==> config.mk <==
export PLATFORM = sky130hd
export DESIGN_NAME = modular_inverse_ext_euclid_top
export DESIGN_NICKNAME = d
export VERILOG_FILES = /design/src/rtl/mie_pkg.sv /design/src/rtl/modular_inverse_ext_euclid_top.sv /design/src/rtl/mie_step_unit.sv /design/src/rtl/mie_core.sv
export SDC_FILE = /design/constraint.sdc
export NUM_CORES = 2
export LEC_CHECK = 0
export ABC_AREA = 1
export BUFFER_PORTS_ARGS = -buffer_cell sky130_fd_sc_hd__buf_2
export CAP_MARGIN = 20
export CELL_PAD_IN_SITES_DETAIL_PLACEMENT = 0
export CELL_PAD_IN_SITES_GLOBAL_PLACEMENT = 1
export CORE_MARGIN = 3
export CORE_UTILIZATION = 45
export DETAILED_ROUTE_END_ITERATION = 16
export PLACE_DENSITY_LB_ADDON = 0.05
export SLEW_MARGIN = 40
export SYNTH_ARGS = -nofsm -noshare
export SYNTH_HDL_FRONTEND = slang
export SYNTH_SLANG_ARGS = --single-unit
==> constraint.sdc <==
create_clock -name clk -period 10.1 [get_ports clk]
set_input_delay 0 -clock clk [delete_from_list [all_inputs] [get_ports clk]]
set_output_delay 0 -clock clk [all_outputs]
set_load 0.02 [all_outputs]
==> src/rtl/mie_pkg.sv <==
// Shared types and constants for the modular inverse block.
`timescale 1ns / 1ps
`default_nettype none

package mie_pkg;

    // Operand and modulus width
    localparam int VAL_W      = 63;
    // Width of the signed difference and of the Bezout coefficients
    localparam int DATA_WIDTH = 64;
    // Quotient bit counter, enough for shifts up to VAL_W - 1
    localparam int K_W        = $clog2(VAL_W);

    typedef enum logic [2:0] {
        ST_IDLE,
        ST_ALIGN,
        ST_SUB,
        ST_FIX,
        ST_DONE
    } mie_state_t;

    // Operands for the shared compare/subtract unit
    typedef struct packed {
        logic [DATA_WIDTH-1:0] a;
        logic [DATA_WIDTH-1:0] b;
        logic [DATA_WIDTH-1:0] ta;
        logic [DATA_WIDTH-1:0] tb;
    } mie_op_t;

    // Results of the shared compare/subtract unit
    typedef struct packed {
        logic                  ge;
        logic [DATA_WIDTH-1:0] diff;
        logic [DATA_WIDTH-1:0] tdiff;
    } mie_res_t;

endpackage

`default_nettype wire

==> src/rtl/modular_inverse_ext_euclid_top.sv <==
// Top level of the modular inverse block: modulus register, core and output register.
//
// Usage: write the modulus on the cfg channel (cfg_valid/cfg_ready, data on
// modulus) while the block is idle; cfg_ready is always high. Items enter on
// in_valid/in_stall with operand_value and are accepted when in_valid is high
// and in_stall low. Each item yields one result on out_valid/out_stall with
// mult_inverse, inverse_exists and additive_inverse.
// Each Euclid round doubles the divisor until the next doubling would pass the
// remainder, then does one conditional subtract per quotient bit. The shared
// compare/subtract unit does one doubling or one conditional subtract per
// cycle. in_stall is high while an item is in work.
// A finished result waits in the output register; the core accepts the next
// item as soon as it has handed its result over, so a stalled receiver only
// holds the block when a second result is ready behind the first.
// Reset clears all valids and sets the modulus to 1.
`timescale 1ns / 1ps
`default_nettype none

module modular_inverse_ext_euclid_top
    import mie_pkg::*;
(
    input  wire logic                     clk,
    input  wire logic                     rst_n,
    input  wire logic                     cfg_valid,
    output logic                          cfg_ready,
    input  wire logic [VAL_W-1:0]         modulus,
    input  wire logic                     in_valid,
    output logic                          in_stall,
    input  wire logic [VAL_W-1:0]         operand_value,
    output logic                          out_valid,
    input  wire logic                     out_stall,
    output logic [VAL_W-1:0]              mult_inverse,
    output logic                          inverse_exists,
    output logic signed [DATA_WIDTH-1:0]  additive_inverse
);

    logic [VAL_W-1:0]              modulus_reg;
    logic                          out_valid_reg, out_valid_next;
    logic [VAL_W-1:0]              inv_reg;
    logic                          exists_reg;
    logic signed [DATA_WIDTH-1:0]  add_reg;

    logic                          busy;
    logic                          start;
    logic                          take;
    logic                          done_valid;
    logic [VAL_W-1:0]              res_inverse;
    logic                          res_exists;
    logic signed [DATA_WIDTH-1:0]  res_additive;

    assign cfg_ready = 1'b1;
    assign in_stall  = busy;
    assign start     = in_valid && !busy;
    // Hand over a result when the output register is free or draining
    assign take      = done_valid && (!out_valid_reg || !out_stall);

    mie_core u_core (
        .clk          (clk),
        .rst_n        (rst_n),
        .start        (start),
        .value        (operand_value),
        .modulus      (modulus_reg),
        .take         (take),
        .busy         (busy),
        .done_valid   (done_valid),
        .res_inverse  (res_inverse),
        .res_exists   (res_exists),
        .res_additive (res_additive)
    );

    // Hold the modulus
    always_ff @(posedge clk or negedge rst_n)
    begin
        if (!rst_n)
            modulus_reg <= {{(VAL_W-1){1'b0}}, 1'b1};
        else if (cfg_valid && cfg_ready)
            modulus_reg <= modulus;
    end

    // Output valid: set on handover, drop when the item is taken
    always_comb
    begin
        out_valid_next = out_valid_reg;
        if (take)
            out_valid_next = 1'b1;
        else if (out_valid_reg && !out_stall)
            out_valid_next = 1'b0;
    end

    always_ff @(posedge clk or negedge rst_n)
    begin
        if (!rst_n)
            out_valid_reg <= 1'b0;
        else
            out_valid_reg <= out_valid_next;
    end

    // Output payload
    always_ff @(posedge clk)
    begin
        if (take)
        begin
            inv_reg    <= res_inverse;
            exists_reg <= res_exists;
            add_reg    <= res_additive;
        end
    end

    assign out_valid        = out_valid_reg;
    assign mult_inverse     = inv_reg;
    assign inverse_exists   = exists_reg;
    assign additive_inverse = add_reg;

endmodule

`default_nettype wire

==> src/rtl/mie_step_unit.sv <==
// Shared compare and subtract unit for remainder and coefficient updates.
`timescale 1ns / 1ps
`default_nettype none

module mie_step_unit
    import mie_pkg::*;
(
    input  wire mie_op_t op,
    output mie_res_t     res
);

    // Unsigned compare of the remainder side, subtract on both sides
    always_comb
    begin
        res.ge    = (op.a >= op.b);
        res.diff  = op.a - op.b;
        res.tdiff = op.ta - op.tb;
    end

endmodule

`default_nettype wire

==> src/rtl/mie_core.sv <==
// Sequencer for the extended Euclidean algorithm with shift-subtract division.
`timescale 1ns / 1ps
`default_nettype none

module mie_core
    import mie_pkg::*;
(
    input  wire logic                         clk,
    input  wire logic                         rst_n,
    input  wire logic                         start,
    input  wire logic [VAL_W-1:0]             value,
    input  wire logic [VAL_W-1:0]             modulus,
    input  wire logic                         take,
    output logic                              busy,
    output logic                              done_valid,
    output logic [VAL_W-1:0]                  res_inverse,
    output logic                              res_exists,
    output logic signed [DATA_WIDTH-1:0]      res_additive
);

    mie_state_t             state_reg, state_next;
    logic [VAL_W-1:0]       r_prev_reg, r_prev_next;
    logic [VAL_W-1:0]       r_cur_reg, r_cur_next;
    logic [DATA_WIDTH-1:0]  t_prev_reg, t_prev_next;
    logic [DATA_WIDTH-1:0]  t_cur_reg, t_cur_next;
    logic [VAL_W-1:0]       d_reg, d_next;
    logic [DATA_WIDTH-1:0]  td_reg, td_next;
    logic [K_W-1:0]         k_reg, k_next;
    logic                   ok_reg, ok_next;
    logic [DATA_WIDTH-1:0]  add_reg, add_next;

    mie_op_t                op;
    mie_res_t               res;
    logic [VAL_W-1:0]       rp_new;
    logic [DATA_WIDTH-1:0]  tp_new;
    logic [DATA_WIDTH-1:0]  m_ext;

    assign m_ext = {1'b0, modulus};

    mie_step_unit u_step (
        .op  (op),
        .res (res)
    );

    // Route operands into the shared unit by phase
    always_comb
    begin
        op.a  = {1'b0, r_prev_reg};
        op.b  = {1'b0, d_reg};
        op.ta = t_prev_reg;
        op.tb = td_reg;
        case (state_reg)
            ST_ALIGN:
            begin
                op.b = {d_reg, 1'b0};
            end
            ST_DONE:
            begin
                op.a  = t_prev_reg;
                op.b  = m_ext;
            end
            default:
            begin
                op.b = {1'b0, d_reg};
            end
        endcase
    end

    // Conditional subtract of the shifted divisor
    assign rp_new = res.ge ? res.diff[VAL_W-1:0] : r_prev_reg;
    assign tp_new = res.ge ? res.tdiff : t_prev_reg;

    // Next state and datapath updates
    always_comb
    begin
        state_next  = state_reg;
        r_prev_next = r_prev_reg;
        r_cur_next  = r_cur_reg;
        t_prev_next = t_prev_reg;
        t_cur_next  = t_cur_reg;
        d_next      = d_reg;
        td_next     = td_reg;
        k_next      = k_reg;
        ok_next     = ok_reg;
        add_next    = add_reg;
        case (state_reg)
            ST_IDLE:
            begin
                if (start)
                begin
                    r_prev_next = modulus;
                    r_cur_next  = value;
                    t_prev_next = '0;
                    t_cur_next  = {{(DATA_WIDTH-1){1'b0}}, 1'b1};
                    d_next      = value;
                    td_next     = {{(DATA_WIDTH-1){1'b0}}, 1'b1};
                    k_next      = '0;
                    add_next    = m_ext - {1'b0, value};
                    if ((modulus == '0) || (value == '0))
                        state_next = ST_FIX;
                    else
                        state_next = ST_ALIGN;
                end
            end
            ST_ALIGN:
            begin
                // Double the divisor while it still fits under the remainder
                if (res.ge)
                begin
                    d_next  = {d_reg[VAL_W-2:0], 1'b0};
                    td_next = {td_reg[DATA_WIDTH-2:0], 1'b0};
                    k_next  = k_reg + 1'b1;
                end
                else
                begin
                    state_next = ST_SUB;
                end
            end
            ST_SUB:
            begin
                if (k_reg == '0)
                begin
                    // Last quotient bit: rotate the remainder sequence
                    r_prev_next = r_cur_reg;
                    r_cur_next  = rp_new;
                    t_prev_next = t_cur_reg;
                    t_cur_next  = tp_new;
                    d_next      = rp_new;
                    td_next     = tp_new;
                    if (rp_new == '0)
                        state_next = ST_FIX;
                    else
                        state_next = ST_ALIGN;
                end
                else
                begin
                    r_prev_next = rp_new;
                    t_prev_next = tp_new;
                    d_next      = {1'b0, d_reg[VAL_W-1:1]};
                    td_next     = {td_reg[DATA_WIDTH-1], td_reg[DATA_WIDTH-1:1]};
                    k_next      = k_reg - 1'b1;
                end
            end
            ST_FIX:
            begin
                // Gcd sits in r_prev; move a negative coefficient into range
                ok_next = (r_prev_reg == {{(VAL_W-1){1'b0}}, 1'b1}) && (modulus != '0);
                if (t_prev_reg[DATA_WIDTH-1])
                    t_prev_next = t_prev_reg + m_ext;
                state_next = ST_DONE;
            end
            ST_DONE:
            begin
                if (take)
                    state_next = ST_IDLE;
            end
            default:
            begin
                state_next = ST_IDLE;
            end
        endcase
    end

    // Control state
    always_ff @(posedge clk or negedge rst_n)
    begin
        if (!rst_n)
            state_reg <= ST_IDLE;
        else
            state_reg <= state_next;
    end

    // Datapath registers
    always_ff @(posedge clk)
    begin
        r_prev_reg <= r_prev_next;
        r_cur_reg  <= r_cur_next;
        t_prev_reg <= t_prev_next;
        t_cur_reg  <= t_cur_next;
        d_reg      <= d_next;
        td_reg     <= td_next;
        k_reg      <= k_next;
        ok_reg     <= ok_next;
        add_reg    <= add_next;
    end

    // Final reduction into 0..modulus-1
    assign busy         = (state_reg != ST_IDLE);
    assign done_valid   = (state_reg == ST_DONE);
    assign res_exists   = ok_reg;
    assign res_inverse  = ok_reg ? (res.ge ? res.diff[VAL_W-1:0] : t_prev_reg[VAL_W-1:0])
                                 : '0;
    assign res_additive = $signed(add_reg);

endmodule

`default_nettype wire

==> impl_metrics.ini <==
[yosys]
synth_cells = 6481
synthesis.nets = 6874
synth.avg_cell_area_um2 = 7.408
synthArstFlopShare = 0.1036
synth_seq_cells = 647
yosysTopAreaCell = edfxtp_1
synth_cell_types = 58
yosysWarnings = 0
ys.flop_type = edfxtp_1
seq_area_frac_synth = 0.3977
synth_area_um2 = 48010
synth_edf_count = 580
ys_top_cells_by_area = edfxtp_1 36%, nand2_1 14%, inv_1 7.9%
synth_top_area_frac = 0.3628

[final_layout]
area_growth_pct = 15.74
drive_above_1_share = 0.06886
nets = 7287

[setup_path]
reg2reg_from = u_core.state_reg[1]
cp_common_cell = nand2_1
reg2regPathDepth = 32
crit_arrival_ns = 8.15
startpoint_type = flip-flop
timing.rr.end = u_core.state_reg[1]
crit_fanout = 63
crit_start = u_core.state_reg[1]
crit_path_top_delay_cell = nor2_1
cpPeakStageDelay_ns = 0.58
crit_required_ns = 10.71
end_kind = flip-flop
worstSetupPathType = flip-flop to flip-flop
endpoint = u_core.state_reg[1]
regToRegSetupSlack_ns = 2.56

[drt]
wl_per_cell_um = 25.64
drc = 0
drtPass1Iterations = 6
dr_total_vias = 48220
avgViaCountPerCell = 5.776
drtAntennaViolNets = 0
wirelength_mm = 214.0
drt_iter0_markers = 4828

[cts]
cts-htree-levels = 3
cts_buffer_depth = 3
cts_buffers = 76
clkTransAtPathRegs_ns = 0.06
numClockSinks = 647
cts_tree = built
ctsResizeCount = 0
insertion_delay_ns = 0.68
root_buffer = clkbuf_16

[worst_hold_path]
hp-class = input port to flip-flop
hp-start = out_stall

[die]
core_um2 = 105600
die_area_um2 = 110600
io-pin-count = 262
fp.dieH_um = 332.6
num_rows = 119
die_x_um = 332.6
start_util = 0.4548

[global_route]
track_usage = 0.3753
grt_max_degree = 189
grt_pass1_wl_mm = 307.4
antenna_found_initial = 2
grt_overflow = 0
grt_pass1_vias = 46410

[status]
status = finished clean

[placed_design]
io_buffers = 260
post-dp-hpwl_mm = 169.3
gp_congestion = 1.005

[timing]
post-route-min-period_ns = 7.543
fmax_mhz = 132.6
period_share = 0.7468
tightest_slew_ns = 0.9385
finClkSkew_ns = 0.04820
fin_setup_tns_ns = 0
drv_slew = 0
max-slew-margin-rel = 0.3677
hold_viol_final = 0
finalSetupViolations = 0
rsz0062_at_grt = false

[flow_run]
maxCapViolCount = 0
routing by layer:
layer,GRT usage,vias to the layer above,share of wire
li1,-,22620,-
met1,0.4755,22910,0.40
met2,0.6091,2196,0.46
met3,0.04819,489,0.064
met4,0.2363,2,0.076
met5,0,-,0.000061
synthesized netlist by cell type, drive strengths merged (2+ instances only):
master / number
nor4: 44
o2111ai: 36
o221ai: 94
a31oi: 56
a221oi: 39
nand3b: 12
or2: 9
nand4: 65
o22ai: 20
edfxtp: 580
ha: 257
o311ai: 2
fa: 5
o211a: 2
nand2: 1823
o21bai: 41
nand3: 183
nor3: 55
a21boi: 22
nor2: 563
o21ai: 466
a211oi: 4
inv: 1018
o21a: 53
and3: 3
buf: 48
xnor2: 63
o41ai: 2
clkinv: 2
dfrtp: 66
clkbuf: 138
a21oi: 512
a21o: 23
xor2: 93
a22oi: 2
o211ai: 71
critical path, delay by kind of cell, from the launching register on:
kind,cells,cell delay (ns)
AOI/OAI and AO/OA,2,0.38
adders and majority gates,2,0.66
buffers and inverters,4,1.19
DFF,1,0.40
and+or+nand+nor,24,4.66
stage by stage:
stage / utilization / hold WS (ns) / std cells / cell area (um^2) / worst slack, ns
after floorplan: - / -0.2956 / 6481 / 48010 / 0.8401
after global placement: 0.4805 / -0.1140 / 7993 / 50730 / 2.849
after detailed placement: 0.4809 / -0.1060 / 7994 / 50770 / 2.736
after CTS: 0.5257 / 0.006585 / 8344 / 55490 / 2.706
after global routing: 0.5263 / 0.1236 / 8347 / 55560 / 2.118
final: 0.5264 / 0.1099 / 8349 / 55570 / 2.557
final cells by class:
cell class	count	area (um^2)
Fill cell	10510	50000
Multi-Input combinational cell	4628	24390
Sequential cell	647	19090
Timing Repair Buffer	521	3875
Inverter	1020	3840
Clock buffer	97	2105
Tap cell	1391	1740
Clock inverter	43	518.0
Antenna cell	2	5.005
cell families (layout without fill, tap and decap cells):
group                      count (synthesis)  in the layout  share of synthesized area
buffers and inverters                   1206           1681                    0.09609
AOI/OAI and AO/OA                       1449           1449                     0.1785
and+or+nand+nor                         2760           2760                     0.2301
xor gates and xnor gates                 156            156                    0.02846
adders and majority gates                262            262                    0.06906
DFF                                      647            647                     0.3977
other                                      1              3                 0.00007811
worst min path at each step:
stage | end | depth (start not counted) | slack, ns
CTS | modulus_reg[2] | 2 | 0.007
floorplan | modulus_reg[10] | 0 | -0.30
finish | out_valid | 4 | 0.11
detailed placement | modulus_reg[5] | 1 | -0.11
global placement | modulus_reg[5] | 1 | -0.11
global route | out_valid | 4 | 0.12
what timing repair did:
action,CTS,global route
setup endpoints to repair,0,0
hold buffers,210,1
setup buffers,0,0
endpoints found under the hold margin,276,18
placed cells by master (no fill, tap or decap), types with 7 or more instances in the layout:
cell type,netlist,final
xor2_1,93,93
a221oi_1,39,39
or2_2,9,9
inv_2,8,10
clkinv_2,0,9
nand2_1,1819,1815
buf_6,7,8
clkinv_1,2,10
bufinv_16,0,8
buf_2,22,260
o21ai_0,430,429
nand4_1,65,65
a21oi_1,510,510
o21a_1,53,53
o22ai_1,20,20
clkbuf_1,138,12
o221ai_1,94,94
o2111ai_1,36,36
nand3b_1,12,12
a21boi_0,20,20
edfxtp_1,580,580
nand3_1,183,183
a21o_1,23,23
ha_1,257,257
nor4_1,44,43
a31oi_1,56,56
o21bai_1,41,41
nor3_1,54,52
buf_4,1,38
clkbuf_8,0,7
inv_1,1009,1005
dlygate4sd3_1,0,210
o211ai_1,71,71
xnor2_1,63,63
clkbuf_16,0,79
o21ai_1,36,37
nor2_1,559,554
dfrtp_1,66,66
Power is left out: the tool's default activity adds up to more than one toggle a clock period on the data nets, which glitch-free logic cannot reach.
